### src/hdl/mlfq_pkg.sv
// Shared types and codes of the multilevel feedback queue scheduler.
`timescale 1ns / 1ps

package mlfq_pkg;

    localparam int LEVEL_W = 2;
    localparam int EVENT_W = 3;
    localparam int WAIT_W  = 10;
    localparam int ORDER_W = 16;
    localparam int QUANT_W = 6;

    // Request codes
    localparam logic [2:0] F_CREATE  = 3'd0;
    localparam logic [2:0] F_WAIT_EV = 3'd1;
    localparam logic [2:0] F_SET_EV  = 3'd2;
    localparam logic [2:0] F_WAIT_TK = 3'd3;
    localparam logic [2:0] F_TICK    = 3'd4;
    localparam logic [2:0] F_CANCEL  = 3'd5;
    localparam logic [2:0] F_TEST    = 3'd6;

    // Status codes
    localparam logic [1:0] ST_OK       = 2'd0;
    localparam logic [1:0] ST_NO_SLOT  = 2'd1;
    localparam logic [1:0] ST_NO_RUN   = 2'd2;
    localparam logic [1:0] ST_NO_MATCH = 2'd3;

    // Thread states held in the slot table
    localparam logic [1:0] TS_READY   = 2'd0;
    localparam logic [1:0] TS_EVENT   = 2'd1;
    localparam logic [1:0] TS_TIMED   = 2'd2;
    localparam logic [1:0] TS_RUNNING = 2'd3;

    // Configuration register indexes
    localparam logic [1:0] R_QHIGH = 2'd0;
    localparam logic [1:0] R_QMID  = 2'd1;
    localparam logic [1:0] R_QLOW  = 2'd2;

    typedef struct packed {
        logic [1:0]         status;
        logic [LEVEL_W-1:0] level;
        logic [EVENT_W-1:0] wait_event;
        logic [WAIT_W-1:0]  wait_left;
        logic               defer_cancel;
        logic               cancel_pending;
        logic [ORDER_W-1:0] order;
    } slot_rec_t;

    localparam int REC_W = $bits(slot_rec_t);

    typedef enum logic [2:0] {
        S_IDLE,
        S_EXEC,
        S_MOD,
        S_SCAN,
        S_PICKED,
        S_DISPATCH,
        S_FINISH
    } state_t;

    typedef enum logic [1:0] {
        SM_EVENT,
        SM_TICK,
        SM_DUE,
        SM_READY
    } scan_mode_t;

endpackage

### src/hdl/mlfq_ram.sv
// Generic single-write, single-read RAM with registered read data.
`timescale 1ns / 1ps

module mlfq_ram #(
    parameter int WIDTH = 8,
    parameter int DEPTH = 16
) (
    input  logic                     clk,
    input  logic                     we,
    input  logic [$clog2(DEPTH)-1:0] waddr,
    input  logic [WIDTH-1:0]         wdata,
    input  logic [$clog2(DEPTH)-1:0] raddr,
    output logic [WIDTH-1:0]         rdata
);

    logic [WIDTH-1:0] mem [DEPTH];

    always_ff @(posedge clk)
    begin
        if (we)
        begin
            mem[waddr] <= wdata;
        end
        rdata <= mem[raddr];
    end

endmodule

### src/hdl/mlfq_thread_scheduler_core.sv
// Top level of the multilevel feedback queue scheduler.
`timescale 1ns / 1ps

// Three-level feedback scheduler over THREAD_SLOTS thread slots. A request is
// taken when start is high and busy is low; its result appears on the result
// ports with done high for one cycle and cannot be held off. Thread records
// live in a slot table memory with one read port, so every search walks the
// table one slot a cycle. Create adds a dispatch pass when idle; wait, cancel
// and test cancel add a dispatch pass when no thread runs afterwards; set event
// takes one pass, plus a dispatch pass when idle. A tick takes (k+2) passes
// when k timed waits expire on it, plus a dispatch pass when idle or when the
// quantum runs out.

module mlfq_thread_scheduler_core
    import mlfq_pkg::*;
#(
    parameter int THREAD_SLOTS = 16,
    parameter int EVENT_COUNT  = 8
) (
    input  logic        clk,
    input  logic        rst_n,
    input  logic        start,
    output logic        busy,
    input  logic [2:0]  func,
    input  logic [3:0]  thread_slot,
    input  logic [1:0]  base_level,
    input  logic        cancel_deferred,
    input  logic [2:0]  event_num,
    input  logic [9:0]  wait_ticks,
    output logic        done,
    output logic [1:0]  status,
    output logic        result_valid,
    output logic [3:0]  result_slot,
    output logic        switched,
    output logic        running_valid,
    output logic [3:0]  running_slot,
    output logic [1:0]  running_level,
    input  logic        psel,
    input  logic        penable,
    input  logic        pwrite,
    input  logic [3:0]  paddr,
    input  logic [31:0] pwdata,
    output logic [31:0] prdata,
    output logic        pready
);

    localparam int IW = $clog2(THREAD_SLOTS);
    localparam int SW = $clog2(THREAD_SLOTS + 1);

    state_t     state_reg, state_next;
    scan_mode_t scan_mode_reg, scan_mode_next;

    logic [2:0]         func_reg, func_next;
    logic [3:0]         tslot_reg, tslot_next;
    logic [1:0]         blevel_reg, blevel_next;
    logic               defer_reg, defer_next;
    logic [EVENT_W-1:0] ev_reg, ev_next;
    logic [WAIT_W-1:0]  wticks_reg, wticks_next;
    logic               was_valid_reg, was_valid_next;
    logic [IW-1:0]      was_slot_reg, was_slot_next;
    logic [1:0]         stat_reg, stat_next;
    logic               rvalid_reg, rvalid_next;
    logic [IW-1:0]      rslot_reg, rslot_next;

    logic [THREAD_SLOTS-1:0] used_reg, used_next;
    logic [THREAD_SLOTS-1:0] due_reg, due_next;
    logic [ORDER_W-1:0]      counter_reg, counter_next;
    logic                    run_valid_reg, run_valid_next;
    logic [IW-1:0]           run_slot_reg, run_slot_next;
    logic [LEVEL_W-1:0]      run_level_reg, run_level_next;
    logic [QUANT_W-1:0]      qleft_reg, qleft_next;
    logic [QUANT_W-1:0]      qhigh_reg, qmid_reg, qlow_reg;

    logic [SW-1:0]      scan_idx_reg, scan_idx_next;
    logic               pipe_vld_reg, pipe_vld_next;
    logic [IW-1:0]      pipe_idx_reg, pipe_idx_next;
    logic               best_found_reg, best_found_next;
    logic [IW-1:0]      best_slot_reg, best_slot_next;
    logic [LEVEL_W-1:0] best_lvl_reg, best_lvl_next;
    logic [ORDER_W-1:0] best_age_reg, best_age_next;
    slot_rec_t          best_rec_reg, best_rec_next;

    logic        done_reg;
    logic [1:0]  out_status_reg;
    logic        out_rvalid_reg;
    logic [3:0]  out_rslot_reg;
    logic        out_switched_reg;
    logic        out_run_valid_reg;
    logic [3:0]  out_run_slot_reg;
    logic [1:0]  out_run_level_reg;

    logic          ram_we;
    logic [IW-1:0] ram_waddr, ram_raddr;
    slot_rec_t     ram_wdata, rec_rd;
    logic [REC_W-1:0] ram_rdata;

    logic          free_found;
    logic [IW-1:0] free_slot;
    logic [6:0]    tslot_wide;
    logic [IW-1:0] taddr;
    logic          tslot_ok;
    logic          ev_ok;

    logic               cand, better;
    logic [ORDER_W-1:0] cand_age;
    slot_rec_t          wrec;
    logic [QUANT_W-1:0] quantum_sel;
    logic               cfg_wr;

    mlfq_ram #(
        .WIDTH (REC_W),
        .DEPTH (THREAD_SLOTS)
    ) u_slot_ram (
        .clk   (clk),
        .we    (ram_we),
        .waddr (ram_waddr),
        .wdata (ram_wdata),
        .raddr (ram_raddr),
        .rdata (ram_rdata)
    );

    assign rec_rd = slot_rec_t'(ram_rdata);

    // Configuration port
    assign pready = 1'b1;
    assign cfg_wr = psel & penable & pwrite;

    always_comb
    begin
        prdata = '0;
        case (paddr[3:2])
            R_QHIGH: prdata = 32'(qhigh_reg);
            R_QMID:  prdata = 32'(qmid_reg);
            R_QLOW:  prdata = 32'(qlow_reg);
            default: prdata = '0;
        endcase
    end

    always_ff @(posedge clk or negedge rst_n)
    begin
        if (!rst_n)
        begin
            qhigh_reg <= QUANT_W'(10);
            qmid_reg  <= QUANT_W'(20);
            qlow_reg  <= QUANT_W'(30);
        end
        else if (cfg_wr)
        begin
            unique case (paddr[3:2])
                R_QHIGH: qhigh_reg <= pwdata[QUANT_W-1:0];
                R_QMID:  qmid_reg  <= pwdata[QUANT_W-1:0];
                R_QLOW:  qlow_reg  <= pwdata[QUANT_W-1:0];
                default: ;
            endcase
        end
    end

    // Lowest free slot
    always_comb
    begin
        free_found = 1'b0;
        free_slot  = '0;
        for (int i = THREAD_SLOTS - 1; i >= 0; i--)
        begin
            if (!used_reg[i])
            begin
                free_found = 1'b1;
                free_slot  = IW'(i);
            end
        end
    end

    assign tslot_wide = 7'(tslot_reg);
    assign taddr      = tslot_wide[IW-1:0];
    assign tslot_ok   = tslot_wide < 7'(THREAD_SLOTS);
    assign ev_ok      = 6'(ev_reg) < 6'(EVENT_COUNT);

    always_comb
    begin
        state_next      = state_reg;
        scan_mode_next  = scan_mode_reg;
        func_next       = func_reg;
        tslot_next      = tslot_reg;
        blevel_next     = blevel_reg;
        defer_next      = defer_reg;
        ev_next         = ev_reg;
        wticks_next     = wticks_reg;
        was_valid_next  = was_valid_reg;
        was_slot_next   = was_slot_reg;
        stat_next       = stat_reg;
        rvalid_next     = rvalid_reg;
        rslot_next      = rslot_reg;
        used_next       = used_reg;
        due_next        = due_reg;
        counter_next    = counter_reg;
        run_valid_next  = run_valid_reg;
        run_slot_next   = run_slot_reg;
        run_level_next  = run_level_reg;
        qleft_next      = qleft_reg;
        scan_idx_next   = scan_idx_reg;
        pipe_vld_next   = 1'b0;
        pipe_idx_next   = pipe_idx_reg;
        best_found_next = best_found_reg;
        best_slot_next  = best_slot_reg;
        best_lvl_next   = best_lvl_reg;
        best_age_next   = best_age_reg;
        best_rec_next   = best_rec_reg;
        ram_we          = 1'b0;
        ram_waddr       = '0;
        ram_wdata       = rec_rd;
        ram_raddr       = '0;
        cand            = 1'b0;
        better          = 1'b0;
        cand_age        = counter_reg - rec_rd.order;
        wrec            = rec_rd;
        quantum_sel     = qlow_reg;

        unique case (state_reg)
            S_IDLE:
            begin
                if (start)
                begin
                    func_next      = func;
                    tslot_next     = thread_slot;
                    blevel_next    = base_level;
                    defer_next     = cancel_deferred;
                    ev_next        = event_num;
                    wticks_next    = wait_ticks;
                    was_valid_next = run_valid_reg;
                    was_slot_next  = run_slot_reg;
                    stat_next      = ST_OK;
                    rvalid_next    = 1'b0;
                    rslot_next     = '0;
                    state_next     = S_EXEC;
                end
            end

            S_EXEC:
            begin
                state_next      = S_DISPATCH;
                scan_idx_next   = '0;
                best_found_next = 1'b0;
                unique case (func_reg) inside
                    F_CREATE:
                    begin
                        if (free_found)
                        begin
                            wrec.status         = TS_READY;
                            wrec.level          = (blevel_reg > 2'd2) ? 2'd2 : blevel_reg;
                            wrec.wait_event     = '0;
                            wrec.wait_left      = '0;
                            wrec.defer_cancel   = defer_reg;
                            wrec.cancel_pending = 1'b0;
                            wrec.order          = counter_reg;
                            ram_we              = 1'b1;
                            ram_waddr           = free_slot;
                            ram_wdata           = wrec;
                            used_next[free_slot] = 1'b1;
                            counter_next        = counter_reg + 1'b1;
                            rvalid_next         = 1'b1;
                            rslot_next          = free_slot;
                        end
                        else
                        begin
                            stat_next = ST_NO_SLOT;
                        end
                    end
                    F_WAIT_EV:
                    begin
                        if (!run_valid_reg)
                        begin
                            stat_next = ST_NO_RUN;
                        end
                        else if (!ev_ok)
                        begin
                            stat_next = ST_NO_MATCH;
                        end
                        else
                        begin
                            ram_raddr  = run_slot_reg;
                            state_next = S_MOD;
                        end
                    end
                    F_SET_EV:
                    begin
                        if (!ev_ok)
                        begin
                            stat_next = ST_NO_MATCH;
                        end
                        else
                        begin
                            scan_mode_next = SM_EVENT;
                            state_next     = S_SCAN;
                        end
                    end
                    F_WAIT_TK, F_TEST:
                    begin
                        if (!run_valid_reg)
                        begin
                            stat_next = ST_NO_RUN;
                        end
                        else
                        begin
                            ram_raddr  = run_slot_reg;
                            state_next = S_MOD;
                        end
                    end
                    F_TICK:
                    begin
                        due_next       = '0;
                        scan_mode_next = SM_TICK;
                        state_next     = S_SCAN;
                    end
                    F_CANCEL:
                    begin
                        if (!tslot_ok || !used_reg[taddr])
                        begin
                            stat_next = ST_NO_MATCH;
                        end
                        else
                        begin
                            ram_raddr  = taddr;
                            state_next = S_MOD;
                        end
                    end
                    default:
                    begin
                        stat_next = ST_NO_MATCH;
                    end
                endcase
            end

            S_MOD:
            begin
                state_next = S_DISPATCH;
                case (func_reg)
                    F_WAIT_EV:
                    begin
                        wrec.status     = TS_EVENT;
                        wrec.wait_event = ev_reg;
                        wrec.order      = counter_reg;
                        ram_we          = 1'b1;
                        ram_waddr       = run_slot_reg;
                        ram_wdata       = wrec;
                        counter_next    = counter_reg + 1'b1;
                        run_valid_next  = 1'b0;
                    end
                    F_WAIT_TK:
                    begin
                        wrec.status    = TS_TIMED;
                        wrec.wait_left = wticks_reg;
                        wrec.order     = counter_reg;
                        ram_we         = 1'b1;
                        ram_waddr      = run_slot_reg;
                        ram_wdata      = wrec;
                        counter_next   = counter_reg + 1'b1;
                        run_valid_next = 1'b0;
                    end
                    F_TICK:
                    begin
                        if (qleft_reg <= QUANT_W'(1))
                        begin
                            // quantum spent: demote and requeue
                            if (wrec.level < 2'd2)
                            begin
                                wrec.level = wrec.level + 1'b1;
                            end
                            wrec.status    = TS_READY;
                            wrec.order     = counter_reg;
                            ram_we         = 1'b1;
                            ram_waddr      = run_slot_reg;
                            ram_wdata      = wrec;
                            counter_next   = counter_reg + 1'b1;
                            run_valid_next = 1'b0;
                        end
                        else
                        begin
                            qleft_next = qleft_reg - 1'b1;
                        end
                    end
                    F_CANCEL:
                    begin
                        if (rec_rd.defer_cancel)
                        begin
                            wrec.cancel_pending = 1'b1;
                            ram_we              = 1'b1;
                            ram_waddr           = taddr;
                            ram_wdata           = wrec;
                        end
                        else
                        begin
                            used_next[taddr] = 1'b0;
                            if (run_valid_reg && run_slot_reg == taddr)
                            begin
                                run_valid_next = 1'b0;
                            end
                        end
                    end
                    F_TEST:
                    begin
                        if (rec_rd.cancel_pending)
                        begin
                            used_next[run_slot_reg] = 1'b0;
                            run_valid_next          = 1'b0;
                        end
                        else
                        begin
                            stat_next = ST_NO_MATCH;
                        end
                    end
                    default: ;
                endcase
            end

            S_SCAN:
            begin
                // issue one read a cycle, judge the slot read in the cycle before
                if (scan_idx_reg < SW'(THREAD_SLOTS))
                begin
                    ram_raddr     = scan_idx_reg[IW-1:0];
                    scan_idx_next = scan_idx_reg + 1'b1;
                    pipe_vld_next = 1'b1;
                    pipe_idx_next = scan_idx_reg[IW-1:0];
                end
                if (pipe_vld_reg)
                begin
                    case (scan_mode_reg)
                        SM_EVENT:
                            cand = used_reg[pipe_idx_reg] && rec_rd.status == TS_EVENT
                                   && rec_rd.wait_event == ev_reg;
                        SM_DUE:
                            cand = used_reg[pipe_idx_reg] && rec_rd.status == TS_TIMED
                                   && due_reg[pipe_idx_reg];
                        SM_READY:
                            cand = used_reg[pipe_idx_reg] && rec_rd.status == TS_READY;
                        default:
                            cand = 1'b0;
                    endcase
                    if (scan_mode_reg == SM_DUE)
                    begin
                        better = !best_found_reg || cand_age > best_age_reg;
                    end
                    else
                    begin
                        better = !best_found_reg || rec_rd.level < best_lvl_reg
                                 || (rec_rd.level == best_lvl_reg
                                     && cand_age > best_age_reg);
                    end
                    if (cand && better)
                    begin
                        best_found_next = 1'b1;
                        best_slot_next  = pipe_idx_reg;
                        best_lvl_next   = rec_rd.level;
                        best_age_next   = cand_age;
                        best_rec_next   = rec_rd;
                    end
                    if (scan_mode_reg == SM_TICK && used_reg[pipe_idx_reg]
                        && rec_rd.status == TS_TIMED)
                    begin
                        if (rec_rd.wait_left <= WAIT_W'(1))
                        begin
                            due_next[pipe_idx_reg] = 1'b1;
                        end
                        else
                        begin
                            wrec.wait_left = rec_rd.wait_left - 1'b1;
                            ram_we         = 1'b1;
                            ram_waddr      = pipe_idx_reg;
                            ram_wdata      = wrec;
                        end
                    end
                    if (scan_idx_reg == SW'(THREAD_SLOTS))
                    begin
                        state_next = S_PICKED;
                    end
                end
            end

            S_PICKED:
            begin
                wrec = best_rec_reg;
                if (wrec.level > 2'd0)
                begin
                    wrec.level = wrec.level - 1'b1;
                end
                wrec.status     = TS_READY;
                wrec.order      = counter_reg;
                ram_waddr       = best_slot_reg;
                ram_wdata       = wrec;
                scan_idx_next   = '0;
                best_found_next = 1'b0;
                state_next      = S_DISPATCH;
                case (scan_mode_reg)
                    SM_EVENT:
                    begin
                        if (best_found_reg)
                        begin
                            ram_we       = 1'b1;
                            counter_next = counter_reg + 1'b1;
                            rvalid_next  = 1'b1;
                            rslot_next   = best_slot_reg;
                        end
                        else
                        begin
                            stat_next = ST_NO_MATCH;
                        end
                    end
                    SM_TICK:
                    begin
                        scan_mode_next = SM_DUE;
                        state_next     = S_SCAN;
                    end
                    SM_DUE:
                    begin
                        if (best_found_reg)
                        begin
                            // promote the oldest expired waiter, then look again
                            ram_we                  = 1'b1;
                            counter_next            = counter_reg + 1'b1;
                            due_next[best_slot_reg] = 1'b0;
                            state_next              = S_SCAN;
                        end
                        else if (run_valid_reg)
                        begin
                            ram_raddr  = run_slot_reg;
                            state_next = S_MOD;
                        end
                    end
                    default:
                    begin
                        if (best_found_reg)
                        begin
                            case (best_lvl_reg)
                                2'd0:    quantum_sel = qhigh_reg;
                                2'd1:    quantum_sel = qmid_reg;
                                default: quantum_sel = qlow_reg;
                            endcase
                            wrec           = best_rec_reg;
                            wrec.status    = TS_RUNNING;
                            ram_wdata      = wrec;
                            ram_we         = 1'b1;
                            run_valid_next = 1'b1;
                            run_slot_next  = best_slot_reg;
                            run_level_next = best_lvl_reg;
                            qleft_next     = quantum_sel;
                        end
                        state_next = S_FINISH;
                    end
                endcase
            end

            S_DISPATCH:
            begin
                scan_idx_next   = '0;
                best_found_next = 1'b0;
                if (!run_valid_reg)
                begin
                    scan_mode_next = SM_READY;
                    state_next     = S_SCAN;
                end
                else
                begin
                    state_next = S_FINISH;
                end
            end

            S_FINISH:
            begin
                state_next = S_IDLE;
            end

            default:
            begin
                state_next = S_IDLE;
            end
        endcase
    end

    always_ff @(posedge clk or negedge rst_n)
    begin
        if (!rst_n)
        begin
            state_reg      <= S_IDLE;
            used_reg       <= '0;
            counter_reg    <= '0;
            run_valid_reg  <= 1'b0;
            run_slot_reg   <= '0;
            qleft_reg      <= '0;
            pipe_vld_reg   <= 1'b0;
            done_reg       <= 1'b0;
        end
        else
        begin
            state_reg     <= state_next;
            used_reg      <= used_next;
            counter_reg   <= counter_next;
            run_valid_reg <= run_valid_next;
            run_slot_reg  <= run_slot_next;
            qleft_reg     <= qleft_next;
            pipe_vld_reg  <= pipe_vld_next;
            done_reg      <= (state_reg == S_FINISH);
        end
    end

    always_ff @(posedge clk)
    begin
        scan_mode_reg  <= scan_mode_next;
        func_reg       <= func_next;
        tslot_reg      <= tslot_next;
        blevel_reg     <= blevel_next;
        defer_reg      <= defer_next;
        ev_reg         <= ev_next;
        wticks_reg     <= wticks_next;
        was_valid_reg  <= was_valid_next;
        was_slot_reg   <= was_slot_next;
        stat_reg       <= stat_next;
        rvalid_reg     <= rvalid_next;
        rslot_reg      <= rslot_next;
        due_reg        <= due_next;
        run_level_reg  <= run_level_next;
        scan_idx_reg   <= scan_idx_next;
        pipe_idx_reg   <= pipe_idx_next;
        best_found_reg <= best_found_next;
        best_slot_reg  <= best_slot_next;
        best_lvl_reg   <= best_lvl_next;
        best_age_reg   <= best_age_next;
        best_rec_reg   <= best_rec_next;
        if (state_reg == S_FINISH)
        begin
            out_status_reg    <= stat_reg;
            out_rvalid_reg    <= rvalid_reg;
            out_rslot_reg     <= rvalid_reg ? 4'(rslot_reg) : 4'd0;
            out_switched_reg  <= (was_valid_reg != run_valid_reg)
                                 || (was_valid_reg && run_valid_reg
                                     && was_slot_reg != run_slot_reg);
            out_run_valid_reg <= run_valid_reg;
            out_run_slot_reg  <= run_valid_reg ? 4'(run_slot_reg) : 4'd0;
            out_run_level_reg <= run_valid_reg ? run_level_reg : 2'd0;
        end
    end

    assign busy          = (state_reg != S_IDLE);
    assign done          = done_reg;
    assign status        = out_status_reg;
    assign result_valid  = out_rvalid_reg;
    assign result_slot   = out_rslot_reg;
    assign switched      = out_switched_reg;
    assign running_valid = out_run_valid_reg;
    assign running_slot  = out_run_slot_reg;
    assign running_level = out_run_level_reg;

endmodule

### config.mk
export PLATFORM = sky130hd
export DESIGN_NAME = mlfq_thread_scheduler_core
export DESIGN_NICKNAME = d
export VERILOG_FILES = /design/src/hdl/mlfq_pkg.sv /design/src/hdl/mlfq_ram.sv /design/src/hdl/mlfq_thread_scheduler_core.sv
export SDC_FILE = /design/constraint.sdc
export NUM_CORES = 1
export LEC_CHECK = 0
export ABC_AREA = 1
export BUFFER_PORTS_ARGS = -buffer_cell sky130_fd_sc_hd__buf_2
export CAP_MARGIN = 10
export CORE_MARGIN = 5
export CORE_UTILIZATION = 30
export CTS_BUF_LIST = sky130_fd_sc_hd__clkbuf_4 sky130_fd_sc_hd__clkbuf_8
export DETAILED_ROUTE_END_ITERATION = 10
export PLACE_DENSITY = 0.41
export SLEW_MARGIN = 5
export SYNTH_ARGS = -nofsm -noshare
export SYNTH_HDL_FRONTEND = slang
export SYNTH_SLANG_ARGS = --single-unit
### constraint.sdc
create_clock -name clk -period 5.5 [get_ports clk]
set_input_delay 0.55 -clock clk [delete_from_list [all_inputs] [get_ports clk]]
set_output_delay 0.55 -clock clk [all_outputs]
set_load 0.02 [all_outputs]
Word level (Yosys, flattened, before mapping):

Memories as Yosys holds them, arrays and structs flattened. A register that Yosys moved wholly into a read port is not among the register bits.
Cells that the tools add are included.

* register bits after elaboration: 199
* output and inout bits: 50
* memories: 1
* input bits: 65
* memory bits (writable): 560

* eq/ne operators: 60
* bitwise logic cells: 11
* order comparisons: 19
* add/subtract/negate cells: 7
* mux-type cells: 174
* reduce and logical (&&, ||, !) cells: 64

Memories
* u_slot_ram.mem: words 16, width 35, read ports 1, clocked after Yosys merged registers in 1, wr ports 1, RTL line mlfq_ram.sv:16 `logic [WIDTH-1:0] mem [DEPTH];`

Operators with widths (number)
* $pmux 35 s4: 2
* $mux 16: 15
* $mux 35: 5
* $mux 4: 33
* $pmux 16 s2: 3
* $pmux 16 s3: 2
* $mux 28: 3
* $mux 1: 54
* $and 16x16->16: 3
* $not 16->16: 3
* $ne 2x2->1 const B: 22
* $pmux 4 s3: 3
* $or 16x16->16: 2
* $lt 4x5->1 const B: 6
* $ne 3x3->1 const B: 9
* $mux 2: 13
* $mux 6: 4
* $pmux 6 s2: 2
* $mux 3: 7
* $demux 1 s4: 5
* $ge 4x1->1 const B: 5
* $eq 3x3->1 const B: 6
* $mux 18: 1
* $pmux 3 s3: 2
* 61 further kinds: 125

Logic depth before layout (Yosys ltp):

* word-level depth: 24
* gate-level depth with buffers: 21
* gate-level depth less buffers: 20

By module:

From an unflattened synthesis, not the netlist that was laid out.

* cells, all modules: 3856
* area, all modules: 37119.4 µm²

Modules (own cells, without submodules)
* mlfq_ram: sequential area each 17516.8 µm², cells each 2315, area an instance 24606.1 µm², times used 1
* mlfq_thread_scheduler_core: sequential area each 5655.4 µm², cells each 1541, area an instance 12513.3 µm², times used 1

Worst setup path before layout:

Ideal clock, no wire load.

* kind: reg-to-reg
* start point: register counter_reg[0]
* end point: register best_age_reg[0], enable pin
* library setup time: 0.407 ns
* data required time: 5.093 ns
* stages on the path, launching flop included: 19
* slack: 1.233 ns
* path buffers: 0
* data arrival time: 3.859 ns
* period minus slack after synthesis: 4.267 ns
* cell sequence: dfrtp_1 -> inv_1 -> ha_1 -> inv_1 -> fa_1 -> a21oi_1 -> o21bai_1 -> nand3_1 -> o2111ai_1 -> a21oi_1 -> o21ai_0 -> xor2_1 -> ha_1 -> nand4_1 -> nor3_1 -> a21oi_1 -> o221ai_1 -> nand3_1 -> inv_1

* word-level cells in the longest chain between the ends: 9

Ends and longest elaborated chain
* start, declared: RTL line mlfq_thread_scheduler_core.sv:67 `logic [ORDER_W-1:0] counter_reg, counter_next;`
* start signal, assigned: RTL line mlfq_thread_scheduler_core.sv:596 `counter_reg <= counter_next;`
* $sub 16x16->16 (*): RTL line mlfq_thread_scheduler_core.sv:214 `cand_age = counter_reg - rec_rd.order;`
* named net cand_age[14]: RTL line mlfq_thread_scheduler_core.sv:105 `logic [ORDER_W-1:0] cand_age;`
* $gt 16x16->1 (*): RTL line mlfq_thread_scheduler_core.sv:441, mlfq_thread_scheduler_core.sv:447
* $logic_and 1x1->1: RTL line mlfq_thread_scheduler_core.sv:447 `&& cand_age > best_age_reg);`
* $logic_or 1x1->1: RTL line mlfq_thread_scheduler_core.sv:446 `|| (rec_rd.level == best_lvl_reg`
* $mux 1 (*): RTL line mlfq_thread_scheduler_core.sv:439 `if (scan_mode_reg == SM_DUE)`
* $mux 1 (*): RTL line mlfq_thread_scheduler_core.sv:425 `if (pipe_vld_reg)`
* $mux 1 (*): RTL line mlfq_thread_scheduler_core.sv:218 `unique case (state_reg)`
* $logic_and 1x1->1 (*): RTL line mlfq_thread_scheduler_core.sv:449 `if (cand && better)`
* $reduce_and 3->1 (no line) (*)
* end signal, assigned: RTL line mlfq_thread_scheduler_core.sv:626 `best_age_reg <= best_age_next;`
* end, declared: RTL line mlfq_thread_scheduler_core.sv:80 `logic [ORDER_W-1:0] best_age_reg, best_age_next;`

The timed path passes the listed nets; every way through them passes the cells marked *. The select of a mux whose other input is x is not followed.
A chain may end at the register's enable or synchronous reset.

Worst setup path in the final report:

* start point: register counter_reg[6]
* end point: register best_rec_reg[4] (netlist bit), enable pin

* word-level cells in the longest chain between the ends: 9

Ends and longest elaborated chain
* $sub 16x16->16 (*): RTL line mlfq_thread_scheduler_core.sv:214
* named net cand_age[15]: RTL line mlfq_thread_scheduler_core.sv:105
* $gt 16x16->1 (*): RTL line mlfq_thread_scheduler_core.sv:441, mlfq_thread_scheduler_core.sv:447
* $logic_and 1x1->1: RTL line mlfq_thread_scheduler_core.sv:447
* $logic_or 1x1->1: RTL line mlfq_thread_scheduler_core.sv:446
* $mux 1 (*): RTL line mlfq_thread_scheduler_core.sv:439
* $mux 1 (*): RTL line mlfq_thread_scheduler_core.sv:425
* $mux 1 (*): RTL line mlfq_thread_scheduler_core.sv:218
* $logic_and 1x1->1 (*): RTL line mlfq_thread_scheduler_core.sv:449
* $reduce_and 3->1 (no line) (*)
* end signal, assigned: RTL line mlfq_thread_scheduler_core.sv:627 `best_rec_reg <= best_rec_next;`
* end, declared: RTL line mlfq_thread_scheduler_core.sv:81 `slot_rec_t best_rec_reg, best_rec_next;`

Marks and branches as above.

==> results.txt <==
status: completed
P&R area growth vs syn: 15.4%
die span in y: 364 µm
Remaining DRCs: 0
sequential fraction of the synthesis area: 61.6%
worst clock skew: 0.0464 ns
global-route congestion overflow total: 0
data required time of the critical path: 5.93 ns
Total Die Area: 133000 µm²
power density of the placed cells: 500 nW/µm²
cell leakage power: 17.7 nW
GRT Resource Usage Total: 17.6%
final count of pins violating max slew: 0
count of hold buffers inserted by post-cts repair: 29
setup repair after global routing missed its margin: no
maximum fanout along the worst path: 35
final setup TNS: 0 ns
post-cts gate resize count: 0
placeable core region: 125000 µm²
per-cell via count in the routed design: 4.71
first-pass GRT wire length: 175 mm
Post-layout nets: 4021
shortest period the worst path allows: 4.52 ns
post-synth cell types: 61
share of final-layout standard cells stronger than drive strength 1: 12.2%
kind of launch point of the worst setup path: register
arrival time at the worst endpoint: 4.96 ns
number of synthesized register bits: 794
standard-cell rows: 130
crit path capture type: register
number of ports placed on the die boundary: 115
CTS Buffer Depth: 3
class of the worst hold path: primary input to register
pin slew with the least headroom to its limit: 1.16 ns
number of buffers inserted by port buffering: 59
Root Driver: clkbuf_8
worst rel slew slack: 21.8%
final setup violating endpoints: 0
overall die width: 364 µm
number of clock sinks: 794
number of search-and-repair iterations in the first detailed-routing pass: 5
vias in the first global route: 26646
Post-DRT Antenna Nets: 0
most frequent cells in the layout: nand2_1 (712), nand3_1 (707), edfxtp_1 (693)
final wirelength: 117 mm
Finished Layout Cells: 5690
clock tree from TritonCTS: built
total clock buffers created by CTS: 152
number of synthesized flops with an enable pin: 693
number of vias after detailed routing: 26781
Post-CTS Setup Inserts: 0
total of warnings raised by yosys: 0
GPL Wtd Cong: 0.873
post-synthesis async set-or-reset flop share: 8.31%
Cell Count Post-Placement: 5380
HPWL reported at the end of detailed placement: 67.6 mm
final core utilization: 34.7%
final period utilization: 82.2%
Max Cap Violations: 0
initial standard-cell utilization of the core: 30.1%
clock network latency to the later pin of the worst-skew pair: 0.82 ns
worst IR drop on VDD: 0.245 mV
Top FF cell, synth: edfxtp_1
Clk pin slew, worst setup/hold paths: 0.05 ns
number of cells produced by synthesis: 3759
Synth Cell Area: 37600 µm²
violation count after the first detailed-routing iteration: 2051
number of H-tree levels: 4
type of the worst setup path: register to register
average footprint of a synthesized cell: 10.0 µm²
number of flip-flops under the largest register name: 560
Total Power: 21.7 mW
antenna violations before repair: 2
endpoints failing hold: 0
routed length per instance: 20.6 µm
most common library cell in the layout ignoring fill and taps: nand2_1
highest clock frequency the design can meet: 221 MHz
largest net degree at the start of global routing: 103
-- routing by layer --
layer / routed length [µm] / vias to the layer above / share of wire [%] / GRT usage, %
met2: 55100 / 613 / 47 / 29.1
met3: 4420 / 202 / 3.8 / 2.52
met1: 54600 / 12968 / 47 / 23.9
li1: - / 12998 / - / -
met4: 3190 / 0 / 2.7 / 5.72
met5: 0 / - / 0 / 0
-- cells by family after synthesis --
family                     synth area share [%]
xor gates and xnor gates                  0.908
and+or+nand+nor                            21.7
AOI/OAI and AO/OA                          4.99
buffers and inverters                      9.27
adders and majority gates                  1.45
muxes                                    0.0299
other                                    0.0200
DFF                                        61.6
-- cell usage after synthesis, drive strengths merged, types with 4 or more instances --
cell,n,share of area [%]
a21oi,78,1.0
nand4,11,0.18
a22oi,27,0.54
o2111ai,6,0.14
nor2,156,1.7
dfrtp,58,3.9
inv,615,6.1
o21bai,7,0.14
dfxtp,35,1.9
buf,152,2.6
a32oi,5,0.17
nand2,723,7.3
o22ai,22,0.37
o211ai,10,0.20
a211oi,8,0.17
ha,42,1.4
nor4,10,0.17
dfstp,8,0.56
o221ai,12,0.30
o31ai,7,0.14
nand3,715,9.6
xnor2,11,0.26
xor2,28,0.65
nand3b,106,2.1
edfxtp,693,55
clkbuf,48,0.48
nor3,32,0.47
a21o,4,0.080
o21ai,109,1.5
-- final timing paths --
check,from,end,slack (ns),depth (start not counted)
worst max register to register,counter_reg[6]$_DFFE_PN0P_,best_rec_reg[4]$_DFFE_PP_,0.98,17
worst min register to register,u_slot_ram.rdata[4]$_DFF_P_,best_rec_reg[4]$_DFFE_PP_,0.43,0
worst max-delay path,counter_reg[6]$_DFFE_PN0P_,best_rec_reg[4]$_DFFE_PP_,0.98,17
min in group asynchronous,rst_n,done$_DFF_PN0_,0.11,2
max in group asynchronous,rst_n,qlow_reg[0]$_DFFE_PN0P_,4.20,3
worst min-delay path,pwdata[0],qhigh_reg[0]$_DFFE_PN0P_,0.1,3
-- area by class of cell --
cell class,instances,area (µm²)
fillers,12703,81700
flip-flops and latches,794,23200
multi-input cells,2174,11200
clock buffers,229,2760
inverters,616,2320
well taps,1650,2060
repair buffers,175,1440
clock inverters,47,397
diodes,5,12.5
-- stage by stage --
step	instance area (µm²)	hold WS, ns	setup WS (ns)
after global routing	43400	0.0431	0.518
after global placement	39900	0.394	1.01
after detailed placement	39900	0.394	0.917
final	43400	0.0996	0.977
after floorplan	37700	0.254	1.23
after CTS	43400	0.0123	0.874
-- worst max-delay path, stage by stage (launching register included) --
cell,delay (ns)
dfrtp_1,0.44
ha_1,0.40
nand2_1,0.09
o21ai_0,0.17
a21oi_1,0.09
o21ai_0,0.40
a21oi_1,0.19
o21ai_0,0.18
a21oi_1,0.09
xor2_1,0.17
ha_1,0.33
nand4_1,0.11
nor3_1,0.35
a21oi_1,0.22
o221ai_1,0.21
nand3_1,0.15
inv_2,0.09
buf_4,0.45
-- power breakdown --
group / total (mW) / switching, mW / internal, mW / leakage [nW]
Combinational: 6.49 / 4.76 / 1.73 / 8.63
Sequential: 9.16 / 0.534 / 8.63 / 7.42
Clock: 6.04 / 2.59 / 3.45 / 1.68
Power figures use the tool's default switching activity.
